File: config.mk
export PLATFORM = sky130hd
export DESIGN_NAME = color_contrast_target_accumulate_top
export DESIGN_NICKNAME = d
export VERILOG_FILES = /design/src/sv/ccta_pkg.sv /design/src/sv/color_contrast_target_accumulate_top.sv
export VERILOG_INCLUDE_DIRS = /design/src /design/src/sv
export SDC_FILE = /design/constraint.sdc
export NUM_CORES = 2
export LEC_CHECK = 0
export BUFFER_PORTS_ARGS = -buffer_cell sky130_fd_sc_hd__buf_2
export CAP_MARGIN = 20
export CORE_MARGIN = 5
export CORE_UTILIZATION = 50
export DETAILED_ROUTE_END_ITERATION = 12
export MAX_ROUTING_LAYER = met4
export PLACE_DENSITY = 0.75
export SLEW_MARGIN = 20
export SYNTH_ARGS = -nofsm -noshare
export SYNTH_HDL_FRONTEND = slang
export SYNTH_SLANG_ARGS = --single-unit
File: constraint.sdc
create_clock -name clk_i -period 9.55 [get_ports clk_i]
set_input_delay 0.955 -clock clk_i [delete_from_list [all_inputs] [get_ports clk_i]]
set_output_delay 0.955 -clock clk_i [all_outputs]
set_load 0.01 [all_outputs]
File: src/sv/color_contrast_target_accumulate_top_defines.svh
// Assertion macros for the contrast accumulator.
`ifndef COLOR_CONTRAST_TARGET_ACCUMULATE_TOP_DEFINES_SVH
`define COLOR_CONTRAST_TARGET_ACCUMULATE_TOP_DEFINES_SVH

// Same-cycle implication, clocked on clk_i, off during reset.
`define CCTA_ASSERT_IMP(label, ante, cons) \
  label: assert property (@(posedge clk_i) disable iff (!rst_ni) (ante) |-> (cons)) \
    else $error("ccta assertion failed");

// Next-cycle implication.
`define CCTA_ASSERT_NXT(label, ante, cons) \
  label: assert property (@(posedge clk_i) disable iff (!rst_ni) (ante) |=> (cons)) \
    else $error("ccta assertion failed");

`endif

File: src/sv/ccta_pkg.sv
// Types and constants of the contrast accumulator.
package ccta_pkg;

  localparam int unsigned CfgIdxW = 2;

  localparam logic [CfgIdxW-1:0] REG_COS   = 2'd0;
  localparam logic [CfgIdxW-1:0] REG_SIN   = 2'd1;
  localparam logic [CfgIdxW-1:0] REG_ALPHA = 2'd2;

  localparam logic [30:0] Q30_ONE = 31'h4000_0000;
  localparam logic [31:0] INV6    = 32'd43691;  // 2^18 / 6, rounded up
  localparam logic [16:0] T_ONE   = 17'h1_0000;

  typedef enum logic [4:0] {
    ST_IDLE,
    ST_MUL_DA,
    ST_MUL_DB,
    ST_SQ_SUM,
    ST_SQRT,
    ST_CHK,
    ST_DIV_X,
    ST_MUL_ZZ,
    ST_MUL_Z3,
    ST_MUL_D6,
    ST_EPOLY,
    ST_SQR_MUL,
    ST_SQR_RND,
    ST_T_INIT,
    ST_DIV_T,
    ST_MUL_DC,
    ST_MUL_COS,
    ST_MUL_SIN,
    ST_SELECT,
    ST_MUL_W,
    ST_ACCUM
  } state_e;

endpackage

File: src/sv/color_contrast_target_accumulate_top.sv
// The next input is taken only when the sequencer is idle, so one item is processed at a time.
// The cost is set by one shared 32x32 multiplier, which also runs the ten squarings, and one
// shift-subtract unit that runs the 17-step square root and the 19-step and 17-step divisions
// serially.
// Reset (rst_ni low, asynchronous) clears the sum, the clip flag and the output valid and
// loads cos_theta = 1.0, sin_theta = 0 and alpha = 10.0.
module color_contrast_target_accumulate_top #(
  parameter int unsigned MAX_WEIGHT = 1048576
) (
  input  logic                            clk_i,
  input  logic                            rst_ni,
  input  logic                            cfg_we_i,
  input  logic [ccta_pkg::CfgIdxW-1:0]    cfg_index_i,
  input  logic [15:0]                     cfg_data_i,
  input  logic                            in_valid_i,
  output logic                            in_stall_o,
  input  logic [14:0]                     pixel_l_i,
  input  logic signed [15:0]              pixel_a_i,
  input  logic signed [15:0]              pixel_b_i,
  input  logic [14:0]                     ref_l_i,
  input  logic signed [15:0]              ref_a_i,
  input  logic signed [15:0]              ref_b_i,
  input  logic [20:0]                     weight_i,
  input  logic                            last_i,
  output logic                            out_valid_o,
  input  logic                            out_stall_i,
  output logic signed [35:0]              target_diff_o,
  output logic                            saturated_o
);
  import ccta_pkg::*;

  `include "color_contrast_target_accumulate_top_defines.svh"

  state_e state_q, state_d;

  logic signed [15:0] cos_q, sin_q;
  logic [14:0]        alpha_q;

  logic signed [15:0] dl_q, dl_d;
  logic signed [16:0] da_q, da_d, db_q, db_d;
  logic [20:0]        w_q, w_d;
  logic               last_q, last_d;

  logic [33:0] sq_q, sq_d;
  logic [47:0] rem_q, rem_d;
  logic [18:0] quo_q, quo_d;
  logic [31:0] den_q, den_d;
  logic [46:0] num_q, num_d;
  logic [4:0]  cnt_q, cnt_d;
  logic [23:0] z_q, z_d;
  logic [17:0] z2_q, z2_d;
  logic [30:0] e_q, e_d;
  logic [14:0] dc_q, dc_d;
  logic signed [33:0] proj_q, proj_d;
  logic signed [15:0] delta_q, delta_d;

  logic signed [35:0] sum_q, sum_d;
  logic               clip_q, clip_d;
  logic               out_valid_q, out_valid_d;
  logic signed [35:0] out_sum_q, out_sum_d;
  logic               out_sat_q, out_sat_d;

  // shared multiplier
  logic               mul_en;
  logic signed [31:0] mul_a, mul_b;
  logic signed [63:0] mul_q;

  // shared shift-subtract unit
  logic [1:0]  sq_pair;
  logic        num_bit;
  logic [47:0] rem_sh, cs_b;
  logic [48:0] diff;
  logic        ge;

  logic        in_xfer;
  logic        acc_hold;
  logic [11:0] z3;
  logic [15:0] absl;
  logic signed [33:0] proj;
  logic signed [37:0] sum_ext;

  assign in_stall_o = (state_q != ST_IDLE);
  assign in_xfer    = in_valid_i && !in_stall_o;
  assign acc_hold   = last_q && out_valid_q && out_stall_i;

  assign sq_pair = 2'(sq_q >> {cnt_q, 1'b0});
  assign num_bit = 1'(num_q >> cnt_q);
  assign rem_sh  = (state_q == ST_SQRT) ? {rem_q[45:0], sq_pair} : {rem_q[46:0], num_bit};
  assign cs_b    = (state_q == ST_SQRT) ? {29'b0, quo_q[16:0], 2'b01} : {16'b0, den_q};
  assign diff    = {1'b0, rem_sh} - {1'b0, cs_b};
  assign ge      = !diff[48];

  // next state
  always_comb begin
    state_d = state_q;
    unique case (state_q)
      ST_IDLE:    if (in_xfer) state_d = ST_MUL_DA;
      ST_MUL_DA:  state_d = ST_MUL_DB;
      ST_MUL_DB:  state_d = ST_SQ_SUM;
      ST_SQ_SUM:  state_d = ST_SQRT;
      ST_SQRT:    if (cnt_q == 5'd0) state_d = ST_CHK;
      ST_CHK: begin
        if ({1'b0, quo_q[16:0]} >= {alpha_q, 3'b000}) state_d = ST_MUL_DC;
        else state_d = ST_DIV_X;
      end
      ST_DIV_X:   if (cnt_q == 5'd0) state_d = ST_MUL_ZZ;
      ST_MUL_ZZ:  state_d = ST_MUL_Z3;
      ST_MUL_Z3:  state_d = ST_MUL_D6;
      ST_MUL_D6:  state_d = ST_EPOLY;
      ST_EPOLY:   state_d = ST_SQR_MUL;
      ST_SQR_MUL: state_d = ST_SQR_RND;
      ST_SQR_RND: state_d = (cnt_q == 5'd0) ? ST_T_INIT : ST_SQR_MUL;
      ST_T_INIT:  state_d = ST_DIV_T;
      ST_DIV_T:   if (cnt_q == 5'd0) state_d = ST_MUL_DC;
      ST_MUL_DC:  state_d = ST_MUL_COS;
      ST_MUL_COS: state_d = ST_MUL_SIN;
      ST_MUL_SIN: state_d = ST_SELECT;
      ST_SELECT:  state_d = ST_MUL_W;
      ST_MUL_W:   state_d = ST_ACCUM;
      ST_ACCUM:   if (!acc_hold) state_d = ST_IDLE;
      default:    state_d = ST_IDLE;
    endcase
  end

  // datapath
  always_comb begin
    dl_d = dl_q; da_d = da_q; db_d = db_q; w_d = w_q; last_d = last_q;
    sq_d = sq_q; rem_d = rem_q; quo_d = quo_q; den_d = den_q; num_d = num_q;
    cnt_d = cnt_q; z_d = z_q; z2_d = z2_q; e_d = e_q; dc_d = dc_q;
    proj_d = proj_q; delta_d = delta_q;
    sum_d = sum_q; clip_d = clip_q;
    out_sum_d = out_sum_q; out_sat_d = out_sat_q;
    out_valid_d = out_valid_q && out_stall_i;
    mul_en = 1'b0;
    mul_a  = '0;
    mul_b  = '0;
    z3      = 12'(mul_q >>> 30);
    absl    = dl_q[15] ? 16'(-dl_q) : 16'(dl_q);
    proj    = proj_q + mul_q[33:0];
    sum_ext = 38'(sum_q) + mul_q[37:0];

    unique case (state_q)
      ST_IDLE: begin
        if (in_xfer) begin
          dl_d   = $signed({1'b0, pixel_l_i}) - $signed({1'b0, ref_l_i});
          da_d   = 17'(pixel_a_i) - 17'(ref_a_i);
          db_d   = 17'(pixel_b_i) - 17'(ref_b_i);
          w_d    = (32'(weight_i) > 32'(MAX_WEIGHT)) ? 21'(MAX_WEIGHT) : weight_i;
          last_d = last_i;
        end
      end
      ST_MUL_DA: begin
        mul_en = 1'b1;
        mul_a  = 32'(da_q);
        mul_b  = 32'(da_q);
      end
      ST_MUL_DB: begin
        sq_d   = mul_q[33:0];
        mul_en = 1'b1;
        mul_a  = 32'(db_q);
        mul_b  = 32'(db_q);
      end
      ST_SQ_SUM: begin
        sq_d  = sq_q + mul_q[33:0];
        rem_d = '0;
        quo_d = '0;
        cnt_d = 5'd16;
      end
      ST_SQRT, ST_DIV_X, ST_DIV_T: begin
        rem_d = ge ? diff[47:0] : rem_sh;
        quo_d = {quo_q[17:0], ge};
        cnt_d = cnt_q - 5'd1;
      end
      ST_CHK: begin
        if ({1'b0, quo_q[16:0]} >= {alpha_q, 3'b000}) begin
          quo_d = 19'(T_ONE);  // tanh saturates to one
        end else begin
          rem_d = 48'(quo_q[16:3]);
          num_d = 47'({quo_q[16:0], 16'b0});
          den_d = 32'(alpha_q);
          quo_d = '0;
          cnt_d = 5'd18;
        end
      end
      ST_MUL_ZZ: begin
        z_d    = {quo_q, 5'b0};
        mul_en = 1'b1;
        mul_a  = $signed(32'(z_d));
        mul_b  = $signed(32'(z_d));
      end
      ST_MUL_Z3: begin
        z2_d   = 18'(mul_q >>> 30);
        mul_en = 1'b1;
        mul_a  = $signed(32'(z2_d));
        mul_b  = $signed(32'(z_q));
      end
      ST_MUL_D6: begin
        mul_en = 1'b1;
        mul_a  = $signed(32'(z3));
        mul_b  = $signed(INV6);
      end
      ST_EPOLY: begin
        e_d   = 31'(33'(Q30_ONE) - 33'(z_q) + 33'(z2_q >> 1) - 33'(mul_q[27:18]));
        cnt_d = 5'd9;
      end
      ST_SQR_MUL: begin
        mul_en = 1'b1;
        mul_a  = $signed(32'(e_q));
        mul_b  = $signed(32'(e_q));
      end
      ST_SQR_RND: begin
        e_d = 31'((mul_q[60:0] + 61'h2000_0000) >> 30);
        if (cnt_q != 5'd0) cnt_d = cnt_q - 5'd1;
      end
      ST_T_INIT: begin
        den_d = 32'(Q30_ONE) + 32'(e_q);
        num_d = 47'({Q30_ONE - e_q, 16'b0}) + 47'(den_d >> 1);
        rem_d = 48'(num_d >> 17);
        quo_d = '0;
        cnt_d = 5'd16;
      end
      ST_MUL_DC: begin
        mul_en = 1'b1;
        mul_a  = $signed(32'(alpha_q));
        mul_b  = $signed(32'(quo_q[16:0]));
      end
      ST_MUL_COS: begin
        dc_d   = 15'((mul_q[32:0] + 33'h8000) >> 16);
        mul_en = 1'b1;
        mul_a  = 32'(cos_q);
        mul_b  = 32'(da_q);
      end
      ST_MUL_SIN: begin
        proj_d = mul_q[33:0];
        mul_en = 1'b1;
        mul_a  = 32'(sin_q);
        mul_b  = 32'(db_q);
      end
      ST_SELECT: begin
        if (absl > {1'b0, dc_q}) delta_d = dl_q;
        else if (proj > 34'sd0) delta_d = $signed({1'b0, dc_q});
        else delta_d = -$signed({1'b0, dc_q});
      end
      ST_MUL_W: begin
        mul_en = 1'b1;
        mul_a  = 32'(delta_q);
        mul_b  = $signed(32'(w_q));
      end
      ST_ACCUM: begin
        if (!acc_hold) begin
          if (sum_ext > 38'sh07_FFFF_FFFF) begin
            sum_d  = 36'sh7_FFFF_FFFF;
            clip_d = 1'b1;
          end else if (sum_ext < -38'sh08_0000_0000) begin
            sum_d  = -36'sh8_0000_0000;
            clip_d = 1'b1;
          end else begin
            sum_d = 36'(sum_ext);
          end
          if (last_q) begin
            out_sum_d   = sum_d;
            out_sat_d   = clip_d;
            out_valid_d = 1'b1;
            sum_d       = '0;
            clip_d      = 1'b0;
          end
        end
      end
      default: ;
    endcase
  end

  always_ff @(posedge clk_i or negedge rst_ni) begin
    if (!rst_ni) begin
      state_q     <= ST_IDLE;
      cos_q       <= 16'sd16384;
      sin_q       <= 16'sd0;
      alpha_q     <= 15'd2560;
      sum_q       <= '0;
      clip_q      <= 1'b0;
      out_valid_q <= 1'b0;
      cnt_q       <= '0;
    end else begin
      state_q     <= state_d;
      sum_q       <= sum_d;
      clip_q      <= clip_d;
      out_valid_q <= out_valid_d;
      cnt_q       <= cnt_d;
      if (cfg_we_i) begin
        unique case (cfg_index_i)
          REG_COS:   cos_q   <= cfg_data_i;
          REG_SIN:   sin_q   <= cfg_data_i;
          REG_ALPHA: alpha_q <= cfg_data_i[14:0];
          default: ;
        endcase
      end
    end
  end

  always_ff @(posedge clk_i) begin
    dl_q <= dl_d; da_q <= da_d; db_q <= db_d; w_q <= w_d; last_q <= last_d;
    sq_q <= sq_d; rem_q <= rem_d; quo_q <= quo_d; den_q <= den_d; num_q <= num_d;
    z_q <= z_d; z2_q <= z2_d; e_q <= e_d; dc_q <= dc_d;
    proj_q <= proj_d; delta_q <= delta_d;
    out_sum_q <= out_sum_d; out_sat_q <= out_sat_d;
    if (mul_en) mul_q <= mul_a * mul_b;
  end

  assign out_valid_o   = out_valid_q;
  assign target_diff_o = out_sum_q;
  assign saturated_o   = out_sat_q;

  `CCTA_ASSERT_NXT(a_accept_starts, in_xfer, state_q == ST_MUL_DA)
  `CCTA_ASSERT_IMP(a_result_from_accum, $rose(out_valid_q),
                   $past(state_q) == ST_ACCUM && $past(last_q))
  `CCTA_ASSERT_NXT(a_clear_on_last, state_q == ST_ACCUM && last_q && !acc_hold,
                   sum_q == '0 && !clip_q)
  `CCTA_ASSERT_IMP(a_exp_bounded, state_q == ST_SQR_MUL, e_q <= Q30_ONE)

endmodule
==> flow_summary.yaml <==
setup_path:
  reg2reg_from: "state_q[0]"
  rr_worst_depth: 31
  critPathMaxStageDelay_ns: 0.59
  critPathLaunch: "state_q[0]"
  cp_slowest_cell: "fa_1"
  crit_type: "reg2reg"
  cp-start-kind: "flop"
  cp.required_ns: 10.01
  critical_path_buf_inv_count: 6
  worst-path-stages: 31
  crit_path_end_kind: "flop"
  crit_arrival_ns: 9.93
  critPathMostFrequentCell: "fa_1"
  path_max_fanout: 9
  cpLargestDelayFamily: "adder cells"
synthesis:
  synth_cell_types: 108
  yosysTopAreaCell: "fa_1"
  synth.net_count: 9572
  synth.most_common_cell: "inv_1"
  synth_ff_type: "edfxtp_1"
  synthCells: 7921
  ys_ff_latch: 559
  synthTopCellsByCount: "inv_1 (1265), fa_1 (1064), nand2_1 (1064)"
  synth_edf_count: 464
  synth_area_sq_um: 73600
  yosys_warnings: 0
  async_reset_ff_frac: 0.170
  synth_top_area_frac: 0.289
  synth-seq-area-share: 0.222
  synthTopCellsByArea: "fa_1 (29%), edfxtp_1 (19%), ha_1 (7.6%)"
  syn_avg_cell_area_sq_um: 9.29
clocking:
  cts_hold_buf: 0
  cts_tree: "yes"
  numClockSinks: 559
  cts_buffer_depth: 3
  cts_root_buf: "clkbuf_16"
  clock_latency_ns: 0.69
  clk_pin_slew_ns: 0.07
  h-tree-depth: 2
  cts-buffers-inserted: 60
global_routing:
  grt_busiest_layer: "met2"
  met1_usage: 0.450
  antenna_found_initial: 12
  grt_pass1_wl_mm: 396
  grt_max_degree: 83
  grt_usage: 0.346
  grt_pass1_vias: 64100
  met3_usage: 0.0780
  use_met2: 0.527
  grt_overflow: 0
die:
  die_width_microns: 394
  io-pin-count: 178
  dieArea_sq_um: 155000
  rows: 140
  initial_utilization: 0.504
  core_sq_um: 146000
  dieHeight_microns: 394
sta:
  slew_headroom: 0.224
  hold_viol_final: 0
  drv_slew: 0
  fin_worst_skew_ns: 0.0451
  setup_viol: 0
  fmax_mhz: 106
  hold_slack_ns: 0.255
  fin_tns_setup_ns: 0
  grt_setup_unrepaired: "true"
  worst_pin_slew_ns: 1.15
  period_needed_ns: 9.47
  min_period_over_period: 0.992
finish:
  area_delta_synth_final_pct: 15.1
  fin_area_sq_um: 84700
  drive_gt1_frac: 0.143
  finalNetCount: 10100
place:
  io_buffer_count: 177
  placed_area_sq_um: 81700
  gp_congestion: 1.08
  dpl.hpwl_mm: 217
detailed_routing:
  firstDrtPassIters: 6
  ant_nets: 0
  vias: 62800
  drt_iter0_drc: 6286
  routedWlPerCell_microns: 25.3
  viasPerCell: 6.01
  drt-total-wl_mm: 264
  drcViolationCount: 0
outcome:
  status: "finished clean"
worst_hold_path:
  hold_class: "in2async"
run:
  drv_cap: 0
## stage by stage
stage / cells / utilization / setup slack (ns)
after global routing: 10400 / 0.580 / -0.0725
after CTS: 10400 / 0.575 / 0.00861
after floorplan: 7921 / - / -0.0317
after detailed placement: 10300 / 0.560 / -0.580
after global placement: 10300 / 0.560 / -0.386
final: 10500 / 0.581 / 0.0772
## per-layer routing
layer / vias to the layer above / wire, microns
met5: - / 0
li1: 27300 / -
met4: 0 / 14600
met3: 736 / 28900
met2: 3247 / 118000
met1: 31600 / 102000
## sequential cells by signal, summed over array words and instances, names as in the netlist, 30 cells and up
name / cells
mul_q: 61
rem_q: 47
sum_q: 36
target_diff_o: 36
proj_q: 34
sq_q: 34
num_q: 32
e_q: 31
den_q: 30
## kinds of logic after synthesis
logic type               synth area share
multiplexers                       0.0194
buffers and inverters              0.0836
XOR/XNOR                           0.0371
AO/OA/AOI/OAI                       0.120
adder cells (fa/ha/maj)             0.366
AND/OR/NAND/NOR                     0.153
flip-flops                          0.222
## final cells by class
type	count	area [sq um]
clock buffer	72	1610
timing repair buffer	850	7220
multi-input combinational	5739	52000
clock inverter	39	414
tap	1917	2400
inverter	1267	4760
sequential	559	16300
fill	12600	61200
antenna	8	20.0
## cells in the final DEF, fill, tap and decap left out, drive strengths merged, types with 23 or more instances in the layout
cell       n
inv     1273
nand2   1064
o21bai    30
and3      48
nor2b     48
o21ai    257
nand2b    55
ha       448
xnor2    211
buf      849
a21oi    293
o311ai    40
o22ai     23
xor2     100
dfrtp     92
nor2     691
clkbuf    73
nand4     48
mux2      55
nor4      49
mux2i     36
a221o     30
a22o      43
edfxtp   464
o21a      45
a21boi    23
o31ai     25
a22oi     29
or2       31
fa      1064
nor3     127
or3       44
o211ai    24
a21o     137
a31oi     40
and2     101
nand3    125
a211oi    74
## worst paths after layout
kind                              end  slack [ns]
max                         mul_q[60]        0.08
min                         sum_q[19]        0.25
max reg2reg                 mul_q[60]        0.08
min reg2reg                   z_q[23]        0.48
max in group asynchronous  state_q[1]        8.04
min in group clk_i             last_q        0.48
## worst register-to-register path, delay by kind of cell (launching register included)
kind | cells | cell delay, ns
AO/OA/AOI/OAI | 7 | 1.87
flip-flops | 1 | 0.42
buffers and inverters | 6 | 1.16
AND/OR/NAND/NOR | 9 | 1.43
adder cells (fa/ha/maj) | 9 | 4.36
## timing repair
item	in CTS	in global routing
buffers inserted	2	33
gates cloned	0	2
pin swaps	4	37
endpoints found under the setup margin	24	26
endpoints found under the hold margin	0	0
resized for setup	30	112
Power is not shown: default switching activity piles up to over one toggle a cycle in this logic, so the estimate is an artifact.
